**config.mk**
```make
export PLATFORM = sky130hd
export DESIGN_NAME = sorted_task_queue_flat
export DESIGN_NICKNAME = d
export VERILOG_FILES = /design/src/rtl/stq_pkg.sv /design/src/rtl/stq_if.sv /design/src/rtl/stq_ram.sv /design/src/rtl/sorted_task_queue.sv /design/src/flat_wrapper.sv
export SDC_FILE = /design/constraint.sdc
export NUM_CORES = 1
export LEC_CHECK = 0
export BUFFER_PORTS_ARGS = -buffer_cell sky130_fd_sc_hd__buf_4
export CAP_MARGIN = 25
export CORE_MARGIN = 1.5
export CORE_UTILIZATION = 65
export DETAILED_ROUTE_END_ITERATION = 8
export PLACE_DENSITY = 0.82
export SLEW_MARGIN = 20
export SYNTH_ARGS = -nofsm -noshare
export SYNTH_HDL_FRONTEND = slang
export SYNTH_HIERARCHICAL = 1
export SYNTH_SLANG_ARGS = --single-unit
export TNS_END_PERCENT = 100
```
**constraint.sdc**
```tcl
create_clock -name clk -period 16.2 [get_ports clk]
set_input_delay 2.43 -clock clk [delete_from_list [all_inputs] [get_ports clk]]
set_output_delay 2.43 -clock clk [all_outputs]
set_load 0.005 [all_outputs]
```
**src/rtl/stq_pkg.sv**
```systemverilog
// shared types and codes for the sorted task queue
`default_nettype none

package stq_pkg;

  // fixed widths of the input key fields and the configuration port
  localparam int KEY_IN_W  = 32;
  localparam int CFG_ID_W  = 8;
  localparam int CFG_IDX_W = 2;
  localparam int CFG_DAT_W = 8;
  localparam int STATUS_W  = 3;

  typedef logic [STATUS_W-1:0]  status_t;
  typedef logic [CFG_IDX_W-1:0] cfg_idx_t;
  typedef logic [CFG_DAT_W-1:0] cfg_dat_t;

  // result status codes
  localparam status_t ST_OK        = 3'd0;
  localparam status_t ST_MISSING   = 3'd1;
  localparam status_t ST_PROTECTED = 3'd2;
  localparam status_t ST_FULL      = 3'd3;
  localparam status_t ST_DUPLICATE = 3'd4;

  // operation codes
  localparam logic OP_INSERT = 1'b0;
  localparam logic OP_REMOVE = 1'b1;

  // configuration register indexes
  localparam cfg_idx_t CFG_QUEUE_MODE     = 2'd0;
  localparam cfg_idx_t CFG_PROTECT_ENABLE = 2'd1;
  localparam cfg_idx_t CFG_PROTECTED_ID   = 2'd2;

endpackage

`default_nettype wire

```
**src/rtl/stq_if.sv**
```systemverilog
// valid/ready channel interfaces for the sorted task queue
`default_nettype none

interface stq_in_if #(
  parameter int ID_BITS = 8
);
  import stq_pkg::*;

  logic                opcode;
  logic [ID_BITS-1:0]  task_id;
  logic [KEY_IN_W-1:0] sort_key;
  logic [KEY_IN_W-1:0] current_ticks;
  logic                valid;
  logic                ready;

  modport source (output valid, opcode, task_id, sort_key, current_ticks, input ready);
  modport sink   (input valid, opcode, task_id, sort_key, current_ticks, output ready);
endinterface

interface stq_out_if #(
  parameter int ID_BITS  = 8,
  parameter int CNT_BITS = 5
);
  import stq_pkg::*;

  status_t             status;
  logic                head_valid;
  logic [ID_BITS-1:0]  head_id;
  logic [CNT_BITS-1:0] entry_count;
  logic                queue_emptied;
  logic                valid;
  logic                ready;

  modport source (output valid, status, head_valid, head_id, entry_count, queue_emptied,
                  input ready);
  modport sink   (input valid, status, head_valid, head_id, entry_count, queue_emptied,
                  output ready);
endinterface

`default_nettype wire

```
**src/rtl/stq_ram.sv**
```systemverilog
// generic simple dual-port ram with registered read
`default_nettype none

module stq_ram #(
  parameter int WIDTH = 8,
  parameter int DEPTH = 16
) (
  input  wire logic                     clk,
  input  wire logic                     wr_en,
  input  wire logic [$clog2(DEPTH)-1:0] wr_addr,
  input  wire logic [WIDTH-1:0]         wr_data,
  input  wire logic                     rd_en,
  input  wire logic [$clog2(DEPTH)-1:0] rd_addr,
  output logic      [WIDTH-1:0]         rd_data
);

  logic [WIDTH-1:0] mem_r [DEPTH];
  logic [WIDTH-1:0] rd_data_r;

  always_ff @(posedge clk) begin
    if (wr_en) begin
      mem_r[wr_addr] <= wr_data;
    end
    if (rd_en) begin
      rd_data_r <= mem_r[rd_addr];
    end
  end

  assign rd_data = rd_data_r;

endmodule

`default_nettype wire

```
**src/rtl/sorted_task_queue.sv**
```systemverilog
// sorted task queue: ordered scheduler queue of task ids with insert and remove
//
// channels: in_chan carries one operation (insert or remove of a task id with
// its key and tick count), out_chan carries one result per operation (status,
// head of queue, entry count, emptied flag). both use valid/ready and a transfer
// happens on a rising edge with valid and ready high. cfg_wr_en/cfg_index/cfg_wdata
// write the mode and protection registers; the user must write them only while the
// block is idle, the block itself does not enforce it. entries live in one ram,
// kept in ascending key order. an operation (a refused remove apart) scans the
// queue one entry per cycle through the ram read port and a single id/key
// comparator, then, where needed, moves entries one slot per cycle to open or
// close a gap. in_chan.ready is high only in the idle state between operations,
// so a new operation is not taken before the last one is through. a finished
// result sits in the output register, so the next operation is taken while it
// waits; a second result waits until it is taken. reset (synchronous, rst_n low)
// empties the queue and clears the control, configuration and output valid
// registers; no clearing pass, entries beyond the count are never read.
`default_nettype none

module sorted_task_queue #(
  parameter int QUEUE_DEPTH = 16,
  parameter int ID_BITS     = 8,
  parameter int KEY_BITS    = 32
) (
  input  wire logic              clk,
  input  wire logic              rst_n,
  stq_in_if.sink                 in_chan,
  stq_out_if.source              out_chan,
  input  wire logic              cfg_wr_en,
  input  wire stq_pkg::cfg_idx_t cfg_index,
  input  wire stq_pkg::cfg_dat_t cfg_wdata
);
  import stq_pkg::*;

  localparam int ADDR_W = $clog2(QUEUE_DEPTH);
  localparam int CNT_W  = $clog2(QUEUE_DEPTH + 1);
  localparam int ENT_W  = ID_BITS + KEY_BITS;
  localparam int PID_W  = (ID_BITS > CFG_ID_W) ? ID_BITS : CFG_ID_W;

  // sequencer states
  localparam logic [2:0] S_IDLE   = 3'd0;
  localparam logic [2:0] S_SCAN   = 3'd1;
  localparam logic [2:0] S_SHIFT  = 3'd2;
  localparam logic [2:0] S_PLACE  = 3'd3;
  localparam logic [2:0] S_FINISH = 3'd4;

  localparam logic [CNT_W-1:0] FULL_CNT = CNT_W'(QUEUE_DEPTH);
  localparam logic [CNT_W-1:0] ONE_CNT  = CNT_W'(1);

  logic [2:0]          state_r, state_nxt;
  logic [CNT_W-1:0]    occ_r, occ_nxt;
  logic                op_r, op_nxt;
  logic [ID_BITS-1:0]  id_r, id_nxt;
  logic [KEY_BITS-1:0] key_r, key_nxt;
  logic [CNT_W-1:0]    idx_r, idx_nxt;
  logic [CNT_W-1:0]    cmp_idx_r, cmp_idx_nxt;
  logic                pend_r, pend_nxt;
  logic                more_r, more_nxt;
  logic                found_r, found_nxt;
  logic [CNT_W-1:0]    pos_r, pos_nxt;
  logic                ins_set_r, ins_set_nxt;
  logic [CNT_W-1:0]    ins_pos_r, ins_pos_nxt;
  status_t             status_r, status_nxt;
  logic                emptied_r, emptied_nxt;
  logic [ID_BITS-1:0]  head_r, head_nxt;

  // configuration registers
  logic                mode_r, mode_nxt;
  logic                prot_en_r, prot_en_nxt;
  logic [CFG_ID_W-1:0] prot_id_r, prot_id_nxt;

  // output register
  logic                out_valid_r, out_valid_nxt;
  status_t             out_status_r, out_status_nxt;
  logic                out_head_valid_r, out_head_valid_nxt;
  logic [ID_BITS-1:0]  out_head_id_r, out_head_id_nxt;
  logic [CNT_W-1:0]    out_count_r, out_count_nxt;
  logic                out_emptied_r, out_emptied_nxt;

  // ram port signals
  logic                rd_en;
  logic [ADDR_W-1:0]   rd_addr;
  logic [ENT_W-1:0]    rd_data;
  logic                wr_en;
  logic [ADDR_W-1:0]   wr_addr;
  logic [ENT_W-1:0]    wr_data;

  logic [ID_BITS-1:0]  rd_id;
  logic [KEY_BITS-1:0] rd_key;
  logic [CNT_W-1:0]    idx_inc, idx_dec, cmp_inc, cmp_dec, pos_inc;
  logic [KEY_IN_W:0]   key_sum;
  logic [KEY_BITS-1:0] new_key;
  logic                prot_hit;

  stq_ram #(
    .WIDTH (ENT_W),
    .DEPTH (QUEUE_DEPTH)
  ) u_ram (
    .clk     (clk),
    .wr_en   (wr_en),
    .wr_addr (wr_addr),
    .wr_data (wr_data),
    .rd_en   (rd_en),
    .rd_addr (rd_addr),
    .rd_data (rd_data)
  );

  assign rd_id   = rd_data[ENT_W-1 -: ID_BITS];
  assign rd_key  = rd_data[KEY_BITS-1:0];
  assign idx_inc = idx_r + ONE_CNT;
  assign idx_dec = idx_r - ONE_CNT;
  assign cmp_inc = cmp_idx_r + ONE_CNT;
  assign cmp_dec = cmp_idx_r - ONE_CNT;
  assign pos_inc = pos_r + ONE_CNT;

  // delay mode stores key + ticks, wrapping at the key width
  assign key_sum  = {1'b0, in_chan.sort_key} + {1'b0, in_chan.current_ticks};
  assign new_key  = mode_r ? KEY_BITS'(key_sum) : KEY_BITS'(in_chan.sort_key);
  assign prot_hit = prot_en_r && (PID_W'(in_chan.task_id) == PID_W'(prot_id_r));

  assign in_chan.ready = (state_r == S_IDLE);

  always_comb begin
    state_nxt          = state_r;
    occ_nxt            = occ_r;
    op_nxt             = op_r;
    id_nxt             = id_r;
    key_nxt            = key_r;
    idx_nxt            = idx_r;
    cmp_idx_nxt        = cmp_idx_r;
    pend_nxt           = pend_r;
    more_nxt           = more_r;
    found_nxt          = found_r;
    pos_nxt            = pos_r;
    ins_set_nxt        = ins_set_r;
    ins_pos_nxt        = ins_pos_r;
    status_nxt         = status_r;
    emptied_nxt        = emptied_r;
    head_nxt           = head_r;
    mode_nxt           = mode_r;
    prot_en_nxt        = prot_en_r;
    prot_id_nxt        = prot_id_r;
    out_valid_nxt      = out_valid_r;
    out_status_nxt     = out_status_r;
    out_head_valid_nxt = out_head_valid_r;
    out_head_id_nxt    = out_head_id_r;
    out_count_nxt      = out_count_r;
    out_emptied_nxt    = out_emptied_r;
    rd_en              = 1'b0;
    rd_addr            = idx_r[ADDR_W-1:0];
    wr_en              = 1'b0;
    wr_addr            = ins_pos_r[ADDR_W-1:0];
    wr_data            = {id_r, key_r};

    // config writes; the user must write only while idle, the block does not enforce it
    if (cfg_wr_en) begin
      case (cfg_index)
        CFG_QUEUE_MODE:     mode_nxt    = cfg_wdata[0];
        CFG_PROTECT_ENABLE: prot_en_nxt = cfg_wdata[0];
        CFG_PROTECTED_ID:   prot_id_nxt = cfg_wdata[CFG_ID_W-1:0];
        default:            ;
      endcase
    end

    // result taken downstream
    if (out_valid_r && out_chan.ready) begin
      out_valid_nxt = 1'b0;
    end

    case (state_r)
      S_IDLE: begin
        if (in_chan.valid) begin
          op_nxt      = in_chan.opcode;
          id_nxt      = in_chan.task_id;
          key_nxt     = new_key;
          idx_nxt     = '0;
          pend_nxt    = 1'b0;
          found_nxt   = 1'b0;
          ins_set_nxt = 1'b0;
          ins_pos_nxt = occ_r;
          if (in_chan.opcode == OP_REMOVE && prot_hit) begin
            status_nxt  = ST_PROTECTED;
            emptied_nxt = 1'b0;
            state_nxt   = S_FINISH;
          end else begin
            state_nxt = S_SCAN;
          end
        end
      end

      // one entry read per cycle, compared in the cycle after its read
      S_SCAN: begin
        if (pend_r) begin
          if (!found_r && rd_id == id_r) begin
            found_nxt = 1'b1;
            pos_nxt   = cmp_idx_r;
          end
          // first key above the new one: insert goes in front of it
          if (!ins_set_r && rd_key > key_r) begin
            ins_set_nxt = 1'b1;
            ins_pos_nxt = cmp_idx_r;
          end
        end
        if (idx_r < occ_r) begin
          rd_en       = 1'b1;
          idx_nxt     = idx_inc;
          cmp_idx_nxt = idx_r;
          pend_nxt    = 1'b1;
        end else begin
          pend_nxt = 1'b0;
        end
        if (idx_r == occ_r && !pend_r) begin
          emptied_nxt = 1'b0;
          if (op_r == OP_INSERT) begin
            if (found_r) begin
              status_nxt = ST_DUPLICATE;
              state_nxt  = S_FINISH;
            end else if (occ_r == FULL_CNT) begin
              status_nxt = ST_FULL;
              state_nxt  = S_FINISH;
            end else if (ins_pos_r == occ_r) begin
              state_nxt = S_PLACE;
            end else begin
              // move entries up, starting from the tail
              idx_nxt   = occ_r - ONE_CNT;
              more_nxt  = 1'b1;
              pend_nxt  = 1'b0;
              state_nxt = S_SHIFT;
            end
          end else begin
            if (!found_r) begin
              status_nxt  = ST_MISSING;
              emptied_nxt = mode_r && (occ_r == '0);
              state_nxt   = S_FINISH;
            end else if (pos_inc == occ_r) begin
              // removed entry was the tail, nothing to move
              occ_nxt     = occ_r - ONE_CNT;
              status_nxt  = ST_OK;
              emptied_nxt = mode_r && (occ_r == ONE_CNT);
              state_nxt   = S_FINISH;
            end else begin
              idx_nxt   = pos_inc;
              more_nxt  = 1'b1;
              pend_nxt  = 1'b0;
              state_nxt = S_SHIFT;
            end
          end
        end
      end

      // read one slot, write it to its neighbor next cycle
      S_SHIFT: begin
        if (pend_r) begin
          wr_en   = 1'b1;
          wr_addr = (op_r == OP_INSERT) ? cmp_inc[ADDR_W-1:0] : cmp_dec[ADDR_W-1:0];
          wr_data = rd_data;
          if (op_r == OP_REMOVE && cmp_dec == '0) begin
            head_nxt = rd_id;
          end
        end
        if (more_r) begin
          rd_en       = 1'b1;
          cmp_idx_nxt = idx_r;
          pend_nxt    = 1'b1;
          if (op_r == OP_INSERT) begin
            more_nxt = (idx_r != ins_pos_r);
            idx_nxt  = idx_dec;
          end else begin
            more_nxt = (idx_inc != occ_r);
            idx_nxt  = idx_inc;
          end
        end else begin
          pend_nxt = 1'b0;
        end
        if (!more_r && !pend_r) begin
          if (op_r == OP_INSERT) begin
            state_nxt = S_PLACE;
          end else begin
            occ_nxt     = occ_r - ONE_CNT;
            status_nxt  = ST_OK;
            emptied_nxt = mode_r && (occ_r == ONE_CNT);
            state_nxt   = S_FINISH;
          end
        end
      end

      // write the new entry into the opened slot
      S_PLACE: begin
        wr_en   = 1'b1;
        wr_addr = ins_pos_r[ADDR_W-1:0];
        wr_data = {id_r, key_r};
        if (ins_pos_r == '0) begin
          head_nxt = id_r;
        end
        occ_nxt     = occ_r + ONE_CNT;
        status_nxt  = ST_OK;
        emptied_nxt = 1'b0;
        state_nxt   = S_FINISH;
      end

      // hand the result to the output register once it is free
      S_FINISH: begin
        if (!out_valid_r || out_chan.ready) begin
          out_valid_nxt      = 1'b1;
          out_status_nxt     = status_r;
          out_head_valid_nxt = (occ_r != '0);
          out_head_id_nxt    = (occ_r != '0) ? head_r : '0;
          out_count_nxt      = occ_r;
          out_emptied_nxt    = emptied_r;
          state_nxt          = S_IDLE;
        end
      end

      default: begin
        state_nxt = S_IDLE;
      end
    endcase
  end

  // control state
  always_ff @(posedge clk) begin
    if (!rst_n) begin
      state_r     <= S_IDLE;
      occ_r       <= '0;
      pend_r      <= 1'b0;
      more_r      <= 1'b0;
      mode_r      <= 1'b0;
      prot_en_r   <= 1'b0;
      prot_id_r   <= '0;
      out_valid_r <= 1'b0;
    end else begin
      state_r     <= state_nxt;
      occ_r       <= occ_nxt;
      pend_r      <= pend_nxt;
      more_r      <= more_nxt;
      mode_r      <= mode_nxt;
      prot_en_r   <= prot_en_nxt;
      prot_id_r   <= prot_id_nxt;
      out_valid_r <= out_valid_nxt;
    end
  end

  // payload, no reset
  always_ff @(posedge clk) begin
    op_r             <= op_nxt;
    id_r             <= id_nxt;
    key_r            <= key_nxt;
    idx_r            <= idx_nxt;
    cmp_idx_r        <= cmp_idx_nxt;
    found_r          <= found_nxt;
    pos_r            <= pos_nxt;
    ins_set_r        <= ins_set_nxt;
    ins_pos_r        <= ins_pos_nxt;
    status_r         <= status_nxt;
    emptied_r        <= emptied_nxt;
    head_r           <= head_nxt;
    out_status_r     <= out_status_nxt;
    out_head_valid_r <= out_head_valid_nxt;
    out_head_id_r    <= out_head_id_nxt;
    out_count_r      <= out_count_nxt;
    out_emptied_r    <= out_emptied_nxt;
  end

  assign out_chan.valid         = out_valid_r;
  assign out_chan.status        = out_status_r;
  assign out_chan.head_valid    = out_head_valid_r;
  assign out_chan.head_id       = out_head_id_r;
  assign out_chan.entry_count   = out_count_r;
  assign out_chan.queue_emptied = out_emptied_r;

endmodule

`default_nettype wire

```
**src/flat_wrapper.sv**
```systemverilog
// flat-port wrapper written by rule: the top's interface ports become plain ports
module sorted_task_queue_flat import stq_pkg::*;
#(
  parameter int QUEUE_DEPTH = 16,
  parameter int ID_BITS     = 8,
  parameter int KEY_BITS    = 32
)
  (clk, rst_n, cfg_wr_en, cfg_index, cfg_wdata, in_chan_valid, in_chan_opcode, in_chan_task_id, in_chan_sort_key, in_chan_current_ticks, in_chan_ready, out_chan_valid, out_chan_status, out_chan_head_valid, out_chan_head_id, out_chan_entry_count, out_chan_queue_emptied, out_chan_ready);
  stq_in_if #(.ID_BITS(ID_BITS)) in_chan_i ();
  stq_out_if #(.ID_BITS(ID_BITS)) out_chan_i ();
  input  wire logic clk;
  input  wire logic rst_n;
  input  wire logic cfg_wr_en;
  input  wire stq_pkg::cfg_idx_t cfg_index;
  input  wire stq_pkg::cfg_dat_t cfg_wdata;
  input wire logic [$bits(in_chan_i.valid)-1:0] in_chan_valid;
  input wire logic [$bits(in_chan_i.opcode)-1:0] in_chan_opcode;
  input wire logic [$bits(in_chan_i.task_id)-1:0] in_chan_task_id;
  input wire logic [$bits(in_chan_i.sort_key)-1:0] in_chan_sort_key;
  input wire logic [$bits(in_chan_i.current_ticks)-1:0] in_chan_current_ticks;
  output wire logic [$bits(in_chan_i.ready)-1:0] in_chan_ready;
  output wire logic [$bits(out_chan_i.valid)-1:0] out_chan_valid;
  output wire logic [$bits(out_chan_i.status)-1:0] out_chan_status;
  output wire logic [$bits(out_chan_i.head_valid)-1:0] out_chan_head_valid;
  output wire logic [$bits(out_chan_i.head_id)-1:0] out_chan_head_id;
  output wire logic [$bits(out_chan_i.entry_count)-1:0] out_chan_entry_count;
  output wire logic [$bits(out_chan_i.queue_emptied)-1:0] out_chan_queue_emptied;
  input wire logic [$bits(out_chan_i.ready)-1:0] out_chan_ready;
  assign in_chan_i.valid = in_chan_valid;
  assign in_chan_i.opcode = in_chan_opcode;
  assign in_chan_i.task_id = in_chan_task_id;
  assign in_chan_i.sort_key = in_chan_sort_key;
  assign in_chan_i.current_ticks = in_chan_current_ticks;
  assign in_chan_ready = in_chan_i.ready;
  assign out_chan_valid = out_chan_i.valid;
  assign out_chan_status = out_chan_i.status;
  assign out_chan_head_valid = out_chan_i.head_valid;
  assign out_chan_head_id = out_chan_i.head_id;
  assign out_chan_entry_count = out_chan_i.entry_count;
  assign out_chan_queue_emptied = out_chan_i.queue_emptied;
  assign out_chan_i.ready = out_chan_ready;
  sorted_task_queue #(.QUEUE_DEPTH(QUEUE_DEPTH), .ID_BITS(ID_BITS), .KEY_BITS(KEY_BITS)) u_core (.clk(clk), .rst_n(rst_n), .in_chan(in_chan_i), .out_chan(out_chan_i), .cfg_wr_en(cfg_wr_en), .cfg_index(cfg_index), .cfg_wdata(cfg_wdata));
endmodule
```
# Word-level counts from Yosys, hierarchy flattened
# Memories as Yosys holds them, arrays and structs flattened. A register that Yosys moved wholly into a read port is not among the register bits.
# Cells that the tools add are included.
[totals] ram_bits=640 output_inout_bits=20 wordCells=224 ff_bits=114 in_bits=88 memories=1
[op_classes] n_addsub=8 order_cmp=2 n_reduce_logical=45 muxes=104 eq_ne=39
[mem_list] memory="u_core.u_ram.mem_r" words=16 word_bits=40 rd=1 rd_ports_with_merged_regs=1 wr=1 line_no="stq_ram.sv:17" rtl="logic [WIDTH-1:0] mem_r [DEPTH];"
[ops] op="$mux 5" n=22
[ops] op="$mux 40" n=2
[ops] op="$mux 3" n=21
[ops] op="$mux 1" n=38
[ops] op="$add 32x32->32" n=1
[ops] op="$gt 32x32->1" n=1
[ops] op="$mux 32" n=1
[ops] op="$ne 2x1->1 const B" n=16
[ops] op="$pmux 5 s3" n=2
[ops] op="$mux 8" n=3
[ops] op="$pmux 5 s2" n=2
[ops] op="$eq 8x8->1" n=2
[ops] op="$pmux 8 s2" n=1
[ops] op="$reduce_and 4->1" n=4
[ops] op="$add 5x1->5 const B" n=3
[ops] op="$eq 5x5->1" n=3
[ops] op="$logic_not 5->1" n=3
[ops] op="$pmux 3 s5" n=1
[ops] op="$sub 5x1->5 const B" n=3
[ops] op="$reduce_and 7->1" n=2
[ops] op="$mux 4" n=3
[ops] op="$pmux 3 s4" n=1
[ops] op="$reduce_and 2->1" n=6
[ops] op="$logic_and 1x1->1" n=10
[ops] op="29 further kinds" n=47

# Logic depth before layout (Yosys ltp)
# Gate-level depths: netlist of run 1.
[logic_depth] depth_word=8 mapped_depth=12 depth_no_buf=12

# Cells and area by module
# Netlist of run 1, hierarchy kept.
[modules_own_cells] mod="stq_ram" instances=1 seq_area_each_um2=20419.6 area_each_um2=25533.2 cells_each=1040
[modules_own_cells] mod="sorted_task_queue" instances=1 seq_area_each_um2=3213.1 area_each_um2=8708.4 cells_each=944

# Worst setup path before layout of run 1
# OpenSTA, ideal clock, no wires.
[synth_path] path_kind="reg2reg" from="register u_core.op_r" to="memory u_core/u_ram/mem_r[0][0] in the netlist's numbering, enable pin" t_arrival_ns=4.715 n_path_buf=2 synth_period_minus_slack_ns=5.202 setup_ns=0.487 t_required_ns=15.713 stages_incl_launch_ff=8 setup_slack_ns=10.998 cell_sequence="edfxtp_1 clkbuf_1 buf_1 mux2i_1 xnor2_1 o21ai_0 or3b_2 nor3_1"
[synth_via] elab_chain_cells=3
[synth_rtl] element="from (decl)" line_no="sorted_task_queue.sv:52" rtl="logic op_r, op_nxt;"
[synth_rtl] element="from (signal assigned)" line_no="sorted_task_queue.sv:345" rtl="op_r <= op_nxt;"
[synth_rtl] element="$mux 4" line_no="sorted_task_queue.sv:255" rtl="wr_addr = (op_r == OP_INSERT) ? cmp_inc[ADDR_W-1:0] : cmp_dec[ADDR_W-1:0];"
[synth_rtl] element="$mux 4" line_no="sorted_task_queue.sv:253" rtl="if (pend_r) begin"
[synth_rtl] element="$mux 4" line_no="sorted_task_queue.sv:170" rtl="case (state_r)"
[synth_rtl] element="named net u_core.wr_addr[2]" line_no="sorted_task_queue.sv:85" rtl="logic [ADDR_W-1:0] wr_addr;"
[synth_rtl] element="to (decl)" line_no="stq_ram.sv:17"
# The timed path passes the listed nets, and every way through them passes these cells.

# Worst setup path after layout of run 1
[layout_path] from="input port in_chan_sort_key[0]" to="register u_core.key_r[26], data pin"
[layout_via] elab_chain_cells=2
[layout_rtl] element="from (decl)" line_no="flat_wrapper.sv:19" rtl="input wire logic [$bits(in_chan_i.sort_key)-1:0] in_chan_sort_key;"
[layout_rtl] element="$add 32x32->32" line_no="sorted_task_queue.sv:117" rtl="assign key_sum = {1'b0, in_chan.sort_key} + {1'b0, in_chan.current_ticks};"
[layout_rtl] element="$mux 32" line_no="sorted_task_queue.sv:118" rtl="assign new_key = mode_r ? KEY_BITS'(key_sum) : KEY_BITS'(in_chan.sort_key);"
[layout_rtl] element="named net u_core.new_key[26]" line_no="sorted_task_queue.sv:92" rtl="logic [KEY_BITS-1:0] new_key;"
[layout_rtl] element="to (signal assigned)" line_no="sorted_task_queue.sv:347" rtl="key_r <= key_nxt;"
[layout_rtl] element="to (decl)" line_no="sorted_task_queue.sv:54" rtl="logic [KEY_BITS-1:0] key_r, key_nxt;"
# The timed path passes the listed nets, and every way through them passes these cells.
# A chain may end at the register's enable or synchronous reset.

==> out/summary.txt, run 1 <==
post-route ant nets - 0
io pins - 108
Final period util - 28.9%
PD cells - 154 nW/um^2
Die Width - 233 um
Clk pwr share - 29.9%
Post-CTS Setup Repair Bufs - 0
Nets - 2297
Worst Hold Path Cells - 0
Comb power frac - 25.6%
Warnings, synthesis - 6
RR Endpoint - u_core/u_ram/mem_r[9][3]
count of different cell masters after synthesis - 81
crit-path max FO - 4
wire length per cell - 28.1 um
Pleak - 13.0 nW
CTS Sinks - 794
R2R Path Start - u_core/state_r[1]
die extent in y - 233 um
grt total ovfl - 0
r2r setup slk - 11.68 ns
Initial Util - 66.2%
Fin Setup TNS - 0 ns
Antenna Cells - 0
maximum VDD drop - 0.000141 V
Critical Path Start - in_chan_sort_key[0]
first-pass GRT wire length - 121 mm
RD Place Congestion - 0.879
CTS Buffer Depth - 3
vias in the first global route - 19784
Sequential Power Share - 44.5%
unrepaired setup endpoints after global routing - false
ratio of cells with drive above 1 in the final layout - 20.3%
Iteration-0 DRC Markers - 2720
drt total wl - 80.9 mm
share of synthesized registers carrying an async set or reset - 0%
DP HPWL - 42.3 mm
Max-Cap Viols - 0
largest net degree at the start of global routing - 169
Tmin final - 4.68 ns
switching share of power - 29.4%
Die ar. - 54100 um^2
Layout area overhead - 12.1%
GRT Overall Usage - 30.7%
Setup Viol. Count Final - 0
Worst Hold Launch - u_core/status_r[2]
FF-to-FF path depth - 7
outcome - completed
Critical Path Start Type - input pin
TritonCTS buffer count - 78
Buffers on Ports - 107
EDFF count, synth - 773
clock latency on the worst-skew pair - 0.63 ns
multi-input logic area - 9970 um^2
# rows - 83
post-synthesis sequential area ratio - 69.0%
WP data required - 16.66 ns
DRC - 0
Switch Pwr - 0.00174 W
Core Footprint - 51700 um^2
Setup Skew - 0.0230 ns
initial antenna violation count - 2
crit path capture - u_core/key_r[26]
CP max stage cell - o31ai_2
Internal - 0.00416 W
Synth Instances - 1984
Synth Flop Type - edfxtp_1
clock slew at reported path FFs - 0.06 ns
Slew HR - 23.5%
Sequential Area - 23600 um^2
worst min-delay path class - register to register
dpl cells - 2723
total power - 0.00590 W
DR pass1 iterations - 6
Setup CP Type - input pin to register
CP max stage delay - 0.50 ns
mapped cell area - 34200 um^2
Arr. time, crit path - 5.13 ns
via count - 19492
CP Cell Sequence - buf_4, ha_1, inv_1, fa_1, nor2b_4, o211ai_2, a21boi_2, o311a_4, o21ai_4, o31ai_2, and3_1, o21ai_1, a221oi_2
Hold Fails Final Rpt - 0
Synth Register Bits - 794
Final Non-Filler Cells - 2874
Syn Area/Cell - 17.3 um^2
Via-to-Cell Ratio - 6.78
cts repair resizes - 0
Fillers - 2916
max-slew violation count - 0
# hold bufs at CTS - 0
syn_nets - 2150
FMAX - 0.214 GHz
CTS tree - built
Root Driver - clkbuf_16
H-tree levels - 3
Worst Tran Pin Value - 1.14 ns
Critical Path Sink Type - register
==> registers in the layout, indices dropped and copies added (netlist names), 8 cells and up <==
| name | count |
|---|---|
| u_core/head_r | 8 |
| u_core/prot_id_r | 8 |
| u_core/id_r | 8 |
| u_core/u_ram/mem_r | 640 |
| u_core/key_r | 32 |
| u_core/out_chan.head_id | 8 |
| u_core/u_ram/rd_data | 40 |
==> kinds of logic (layout without fill, tap and decap cells) <==
logic type | after synthesis | after routing | synth area share (%)
DFF | 794 | 794 | 69.0
and+or+nand+nor | 377 | 377 | 5.31
AOI/OAI and AO/OA | 303 | 303 | 5.93
muxes | 204 | 204 | 12.6
buffers and inverters | 151 | 361 | 2.28
adders and majority gates | 78 | 78 | 2.87
xor gates and xnor gates | 77 | 77 | 2.01
==> worst max-delay path: cells and delay by family <==
family	cells	cell delay, ns
compound gates	7	1.48
fa+ha+maj	2	0.65
buf+inv	2	0.17
simple gates	2	0.41
==> final cells by class <==
class                      instances  share of cell area [%]
tap                              680                    2.22
timing repair buffer             159                    3.22
clock inverter                    38                   0.805
clock buffer                     105                    5.65
sequential                       794                    61.6
inverter                          59                   0.577
multi-input combinational       1039                    26.0
==> per-stage QoR <==
step	area [um^2]	utilization [%]	hold slack [ns]	setup slack (ns)
after floorplan	34200	-	0.400	11.00
after global placement	35800	69.3	0.404	11.03
after detailed placement	35800	69.3	0.407	10.99
after CTS	38300	74.1	0.421	11.53
after global routing	38400	74.2	0.429	11.39
final	38400	74.2	0.424	11.52
==> worst min-delay path by stage <==
stage	end	slack (ns)
4_1_cts	u_core/out_chan.status[2]	0.42
3_5_place_dp	u_core/out_chan.status[2]	0.41
3_3_place_gp	u_core/out_chan.queue_emptied	0.40
6_report	u_core/out_chan.status[2]	0.42
2_1_floorplan	u_core/out_chan.queue_emptied	0.40
5_1_grt	u_core/out_chan.status[1]	0.43
==> layout by cell type, fill, tap and decap left out, types with 6 or more instances in the layout <==
cell type	netlist	routed
o21ai_0	69	52
clkinv_1	1	16
o21ai_1	10	27
edfxtp_1	773	773
ha_1	77	77
clkbuf_16	0	83
nand3_1	24	24
a31oi_1	7	7
xnor2_1	57	57
mux4_1	60	60
a21o_1	17	17
inv_1	57	56
nor2b_1	32	30
mux2i_1	15	15
nor3b_1	6	6
or2_2	6	6
buf_4	1	153
a22oi_1	81	81
clkinv_2	0	13
nand2_1	155	155
nor3_1	20	16
dfxtp_1	21	20
mux2_2	28	28
xor2_1	19	19
nor2_4	0	13
nand2b_1	11	11
o31ai_1	6	6
a21oi_1	53	53
nand4_1	17	17
clkbuf_1	60	21
nand3b_1	7	7
mux4_2	100	100
nor2_1	62	49
nor4_1	8	8
==> synthesized netlist by cell type (7+ instances only) <==
library cell    n  area [um^2]
a21o_1         17          128
a21oi_1        53          265
a22oi_1        81          608
a31oi_1         7         43.8
buf_12         11          220
buf_2          18         90.1
clkbuf_1       60          225
dfxtp_1        21          420
edfxtp_1      773        23200
ha_1           77          963
inv_1          57          214
mux2_2         28          315
mux2i_1        15          150
mux4_1         60         1580
mux4_2        100         2250
nand2_1       155          582
nand2b_1       11         68.8
nand3_1        24          120
nand3b_1        7         52.6
nand4_1        17          106
nor2_1         62          233
nor2b_1        32          200
nor3_1         20          100
nor4_1          8         50.1
o21ai_0        69          345
o21ai_1        10         50.1
xnor2_1        57          499
xor2_1         19          166
==> metal layers <==
metal	share of wire, %	routed length, um	GRT usage (%)
met1	37	29800	41.0
met2	50	40000	51.1
met3	10	8270	6.02
met4	3.4	2740	10.7
met5	0.036	29	0
==> power by group through the flow <==
| stage | Combinational, W | Clock [W] | Sequential [W] |
|---|---|---|---|
| floorplan | 0.00112 | 0 | 0.00261 |
| global placement | 0.00140 | 0 | 0.00266 |
| detailed placement | 0.00146 | 0 | 0.00266 |
| CTS | 0.00149 | 0.00178 | 0.00262 |
| global route | 0.00162 | 0.00186 | 0.00263 |
| finish | 0.00151 | 0.00177 | 0.00262 |
(Power assumes the default switching activity.)
==> run 2: changes to the inputs <==
Settings changed: CORE_UTILIZATION 65 to 56, PLACE_DENSITY 0.82 to 0.75.
Clock period 16.2 ns to 3.8 ns, I/O delays scaled along.
==> run 2 against run 1 <==
  * Sequential share of layout area fell by 0.97 points
  * Clock power rose to 4.3 times the previous value
  * Via count decreased by 2.9%
  * Sequential power grew to 4.2 times the previous value
  * Non-clock buffer count up 39
  * Hold slack worse by 0.27 ns
  * Clock skew increased by 0.0054 ns
  * Critical endpoint is now u_core/ins_pos_r[4]
  * Largest cell class unchanged
  * Largest power group unchanged
==> out/summary.txt, run 2 (same netlist as run 1, synthesis figures left out) <==
# hold bufs at CTS - 0 (unchanged)
Root Driver - clkbuf_16
wire length per cell - 25.9 um (-7.9%)
Critical Path Sink Type - register
largest net degree at the start of global routing - 169 (unchanged)
Worst Tran Pin Value - 1.07 ns (-0.0632 ns)
Critical Path Start Type - register
Buffers on Ports - 107 (unchanged)
CTS Buffer Depth - 3 (unchanged)
WL met2 - 40.7 mm (+1.5%)
unrepaired setup endpoints after global routing - false
Setup CP Type - register to register
Layout area overhead - 13.9%
TritonCTS buffer count - 80 (+2.6%)
worst min-delay path class - input pin to register
clock latency on the worst-skew pair - 0.64 ns (about the same)
Pleak - 13.3 nW (+1.8%)
most frequent cells in the layout - edfxtp_1 (773), buf_4 (184), nand2_1 (155), mux4_2 (100), a22oi_1 (81)
Max-Cap Viols - 0 (unchanged)
Iteration-0 DRC Markers - 1870 (-31%)
Reg with most FFs - u_core/u_ram/mem_r
top layer in use - met4
Slew HR - 28.4% (+4.9 points)
Antenna Cells - 0 (unchanged)
Final Non-Filler Cells - 3019 (+5.0%)
post-route ant nets - 0 (unchanged)
max-slew violation count - 0 (unchanged)
DRC - 0 (unchanged)
Final period util - 81.5%
FMAX - 0.323 GHz
met3 WL - 5.65 mm (-32%)
maximum VDD drop - 0.000640 V (+360%)
Arr. time, crit path - 3.41 ns (-1.72 ns)
Setup Viol. Count Final - 0 (unchanged)
Post-CTS Setup Repair Bufs - 0 (unchanged)
CTS Sinks - 794 (unchanged)
Die ar. - 62600 um^2 (+16%)
WP data required - 4.11 ns (-12.55 ns)
Largest register FFs - 640 (unchanged)
# rows - 90 (+8.4%)
crit-path max FO - 6 (+2)
DR pass1 iterations - 5 (-1)
outcome - completed
first-pass GRT wire length - 119 mm (-1.7%)
ratio of cells with drive above 1 in the final layout - 21.8% (+1.5 points)
final instance area - 39000 um^2 (+1.6%)
die extent in y - 250 um (+7.6%)
dpl cells - 2870 (+5.4%)
CTS tree - built
Core Footprint - 60400 um^2 (+17%)
clock slew at reported path FFs - 0.06 ns (about the same)
Setup Skew - 0.0284 ns (+0.00544 ns)
most common cell after layout, fill and taps aside - edfxtp_1
Initial Util - 56.7% (-9.5 points)
PD cells - 648 nW/um^2 (+320%)
Nets - 2338 (+1.8%)
Hold Fails Final Rpt - 0 (unchanged)
drt total wl - 78.3 mm (-3.2%)
M1 wire length - 30.1 mm (+1.0%)
GRT Overall Usage - 25.3% (-5.4 points)
grt total ovfl - 0 (unchanged)
H-tree levels - 3 (unchanged)
Via-to-Cell Ratio - 6.27 (-7.6%)
initial antenna violation count - 0 (-2)
Die Width - 250 um (+7.6%)
vias in the first global route - 19393 (-2.0%)
Tmin final - 3.10 ns
RD Place Congestion - 0.881 (+0.23%)
io pins - 108 (unchanged)
via count - 18928 (-2.9%)
dpl cell area - 36500 um^2 (+1.8%)
cts repair resizes - 0 (unchanged)
DP HPWL - 46.5 mm (+9.9%)
## run 2: metrics by stage
| stage | util, % | hold slack, ns | total power, W | setup WS (ns) | TNS (ns) |
|---|---|---|---|---|---|
| after global placement | 60.4 | 0.401 | 0.0176 | 0.711 | 0 |
| after floorplan | - | 0.400 | 0.0159 | -0.391 | -136.90 |
| after CTS | 64.6 | 0.126 | 0.0253 | 0.777 | 0 |
| after detailed placement | 60.4 | 0.406 | 0.0178 | 0.671 | 0 |
| final | 64.6 | 0.157 | 0.0253 | 0.703 | 0 |
| after global routing | 64.6 | 0.134 | 0.0263 | 0.479 | 0 |
## run 2: metal layers
| metal | up-vias | track usage (%) |
|---|---|---|
| li1 | 8338 | - |
| met1 | 9634 | 33.2 |
| met2 | 826 | 44.1 |
| met3 | 130 | 4.07 |
| met4 | 0 | 7.39 |
| met5 | - | 0 |
## run 2: cell type report
class / count / area, um^2
clock buffer: 96 / 2070
tap: 782 / 978
inverter: 59 / 221
fill: 4004 / 21400
clock inverter: 51 / 435
timing repair buffer: 198 / 1670
multi-input combinational: 1039 / 9990
sequential: 794 / 23600
## run 2: path summary, 6_finish.rpt
check	start	to	slack [ns]	cells past startpoint
min	in_chan_opcode	u_core/op_r	0.16	1
max	u_core/u_ram/rd_data[1]	u_core/ins_pos_r[4]	0.70	11
max reg2reg	u_core/u_ram/rd_data[1]	u_core/ins_pos_r[4]	0.70	11
min reg2reg	u_core/status_r[1]	u_core/out_chan.status[1]	0.42	0
## run 2: power by group
part / total [W] / switching (W) / internal (W)
Sequential: 0.0111 / 0.000382 / 0.0107
Clock: 0.00755 / 0.00328 / 0.00426
Combinational: 0.00660 / 0.00378 / 0.00283
Total: 0.0253 / 0.00744 / 0.0178
## run 2: worst max-delay path, cell delays in order, from the launching register on
cell and delay [ns]:
edfxtp_1 0.46, ha_1 0.33, nor2b_1 0.13, o21ai_0 0.17, nand2b_1 0.10, a21oi_1 0.15
o21ai_1 0.09, a211oi_1 0.32, o21ai_1 0.18, a2111oi_0 0.45, buf_4 0.22, o21ai_1 0.19
==> run 3: changes to the inputs <==
Clock period 3.8 ns to 2.7 ns, I/O delays scaled along.
==> run 3 against run 2 <==
  * Routed wire length rose by 2.9%
  * Final cell count grew 3.3%
  * Sequential power is 40% higher
  * Clock skew down 0.0063 ns
  * Clock-buffer cell count decreased by 2
  * Clock power increased by 42%
  * Sequential share of layout area is 2.0 points lower
  * Utilization rose by 2.2 points
  * First-iteration DRC count hardly changed
  * Non-clock buffer count increased by 104
  * Critical path depth fell by 3
  * Critical endpoint is now u_core/u_ram/mem_r[9][13]
  * Highest routed layer is now met5
==> out/summary.txt, run 3 (same netlist as run 1, synthesis figures left out) <==
Final period util - 97.3% (+16 points)
Slew HR - 31.3% (+2.9 points)
Critical Path Sink Type - register
CTS Buffer Depth - 3 (unchanged)
Via-to-Cell Ratio - 6.21 (-0.89%)
Core Footprint - 60400 um^2 (unchanged)
initial antenna violation count - 2 (+2)
outcome - completed
Iteration-0 DRC Markers - 1871 (+0.053%)
Layout area overhead - 17.7%
io pins - 108 (unchanged)
worst min-delay path class - input pin to register
final instance area - 40300 um^2 (+3.3%)
Buffers on Ports - 107 (unchanged)
largest net degree at the start of global routing - 74 (-56%)
Setup CP Type - register to register
TritonCTS buffer count - 79 (-1.3%)
Tmin final - 2.63 ns (-0.470 ns)
WP data required - 3.00 ns (-1.11 ns)
crit-path max FO - 20 (+14)
RD Place Congestion - 0.913 (+3.6%)
CTS tree - built
clock slew at reported path FFs - 0.06 ns (about the same)
Nets - 2441 (+4.4%)
Hold Worst Slack - 0.0587 ns (-0.0980 ns)
CTS Sinks - 794 (unchanged)
wire length per cell - 25.8 um (-0.39%)
ratio of cells with drive above 1 in the final layout - 25.8% (+3.9 points)
Arr. time, crit path - 2.93 ns (-0.48 ns)
Fin Setup TNS - 0 ns (unchanged)
post-route ant nets - 0 (unchanged)
dpl cell area - 37300 um^2 (+2.4%)
CP max stage cell - nand2b_1
Critical Path Start Type - register
GRT Overall Usage - 25.8% (+0.49 points)
FMAX - 0.381 GHz (+18%)
first-pass GRT wire length - 120 mm (+1.0%)
Initial Util - 56.7% (unchanged)
Hold Fails Final Rpt - 0 (unchanged)
die extent in y - 250 um (unchanged)
Setup Viol. Count Final - 0 (unchanged)
H-tree levels - 3 (unchanged)
DR pass1 iterations - 5 (unchanged)
Setup Skew - 0.0221 ns (-0.00632 ns)
Die Width - 250 um (unchanged)
most common cell after layout, fill and taps aside - edfxtp_1
Pleak - 13.9 nW (+4.9%)
Worst Tran Pin Value - 1.02 ns (-0.0502 ns)
# rows - 90 (unchanged)
CP Cell Sequence - nand2b_1, nor2_1, nand2_1, buf_4, o21ai_2, nand2b_1, nor2_4, buf_12
PD cells - 898 nW/um^2 (+39%)
total power - 0.0362 W (+43%)
Root Driver - clkbuf_16
maximum VDD drop - 0.000706 V (+10%)
CP max stage delay - 0.32 ns (-0.14 ns)
Largest register FFs - 640 (unchanged)
via count - 19380 (+2.4%)
Reg with most FFs - u_core/u_ram/mem_r
Antenna Cells - 0 (unchanged)
DP HPWL - 47.6 mm (+2.3%)
clock latency on the worst-skew pair - 0.62 ns (-0.02 ns)
Fillers - 3932 (-1.8%)
Max-Cap Viols - 0 (unchanged)
most frequent cells in the layout - edfxtp_1 (773), buf_4 (250), nand2_1 (154), mux4_2 (100), clkbuf_16 (85)
DRC - 0 (unchanged)
Die ar. - 62600 um^2 (unchanged)
max-slew violation count - 0 (unchanged)
grt total ovfl - 0 (unchanged)
vias in the first global route - 19859 (+2.4%)
cell mode on critical path - nand2b_1
drt total wl - 80.6 mm (+2.9%)
fin util - 66.8% (+2.2 points)
[run 3: changes by cell type in the layout (fill, tap and decap cells not counted), moves of 3 or more]
cell           previous run  this run
a21oi_1                  53        50
a21oi_2                   5         8
buf_12                   13        37
buf_4                   184       250
clkbuf_1                 15        11
clkbuf_16                80        85
dlygate4sd3_1             0         9
o21ai_0                  68        58
o21ai_1                  11        15
o21ai_2                   0         5
[run 3: what timing repair did]
item / CTS / global route
hold buffers: 9 / 0
pin swaps: 3 / 7
setup buffers: 5 / 8
cloned: 1 / 3
gates resized for setup: 9 / 16
endpoints found under the hold margin: 9 / 0
endpoints found under the setup margin: 56 / 359
[run 3: worst max-delay path: cells and delay by family (launching register included)]
kind                   cells  cell delay, ns
flip-flops                 1            0.30
AO/OA/AOI/OAI              1            0.24
AND/OR/NAND/NOR            5            1.26
buffers and inverters      2            0.51
[run 3: metrics by stage]
stage | worst slack, ns | instances
3_5_place_dp | -0.377 | 2950
5_1_grt | -0.0171 | 3119
3_3_place_gp | -0.211 | 2950
6_report | 0.0731 | 3119
4_1_cts | 0.0180 | 3108
2_1_floorplan | -0.347 | 1984
[run 3: report_power, final]
group	internal (W)	switching [W]
clock	0.00625	0.00448
combinational	0.00432	0.00559
sequential	0.0151	0.000423
[run 3: final timing paths]
kind	startpoint	endpoint	slack [ns]	cells after the start
worst min-delay path	cfg_wdata[7]	u_core/prot_id_r[7]	0.06	3
worst max-delay path	u_core/state_r[2]	u_core/u_ram/mem_r[9][13]	0.07	8
worst max register to register	u_core/state_r[2]	u_core/u_ram/mem_r[9][13]	0.07	8
worst min register to register	u_core/status_r[2]	u_core/out_chan.status[2]	0.42	0
[run 3: metal layers]
| layer | GRT usage [%] | routed length, um | up-vias |
|---|---|---|---|
| met1 | 34.0 | 31100 | 9744 |
| li1 | - | - | 8525 |
| met5 | 0 | 28 | - |
| met3 | 5.21 | 6990 | 172 |
| met4 | 8.36 | 2400 | 4 |
| met2 | 43.5 | 40000 | 935 |
[run 3: layout make-up]
cell class | count | area [um^2] | area share, %
clock inverter | 49 | 438 | 1.09
multi-input combinational | 1039 | 10100 | 25.0
timing repair buffer | 302 | 2830 | 7.03
tap | 782 | 978 | 2.43
clock buffer | 94 | 2110 | 5.23
sequential | 794 | 23600 | 58.6
inverter | 59 | 221 | 0.549
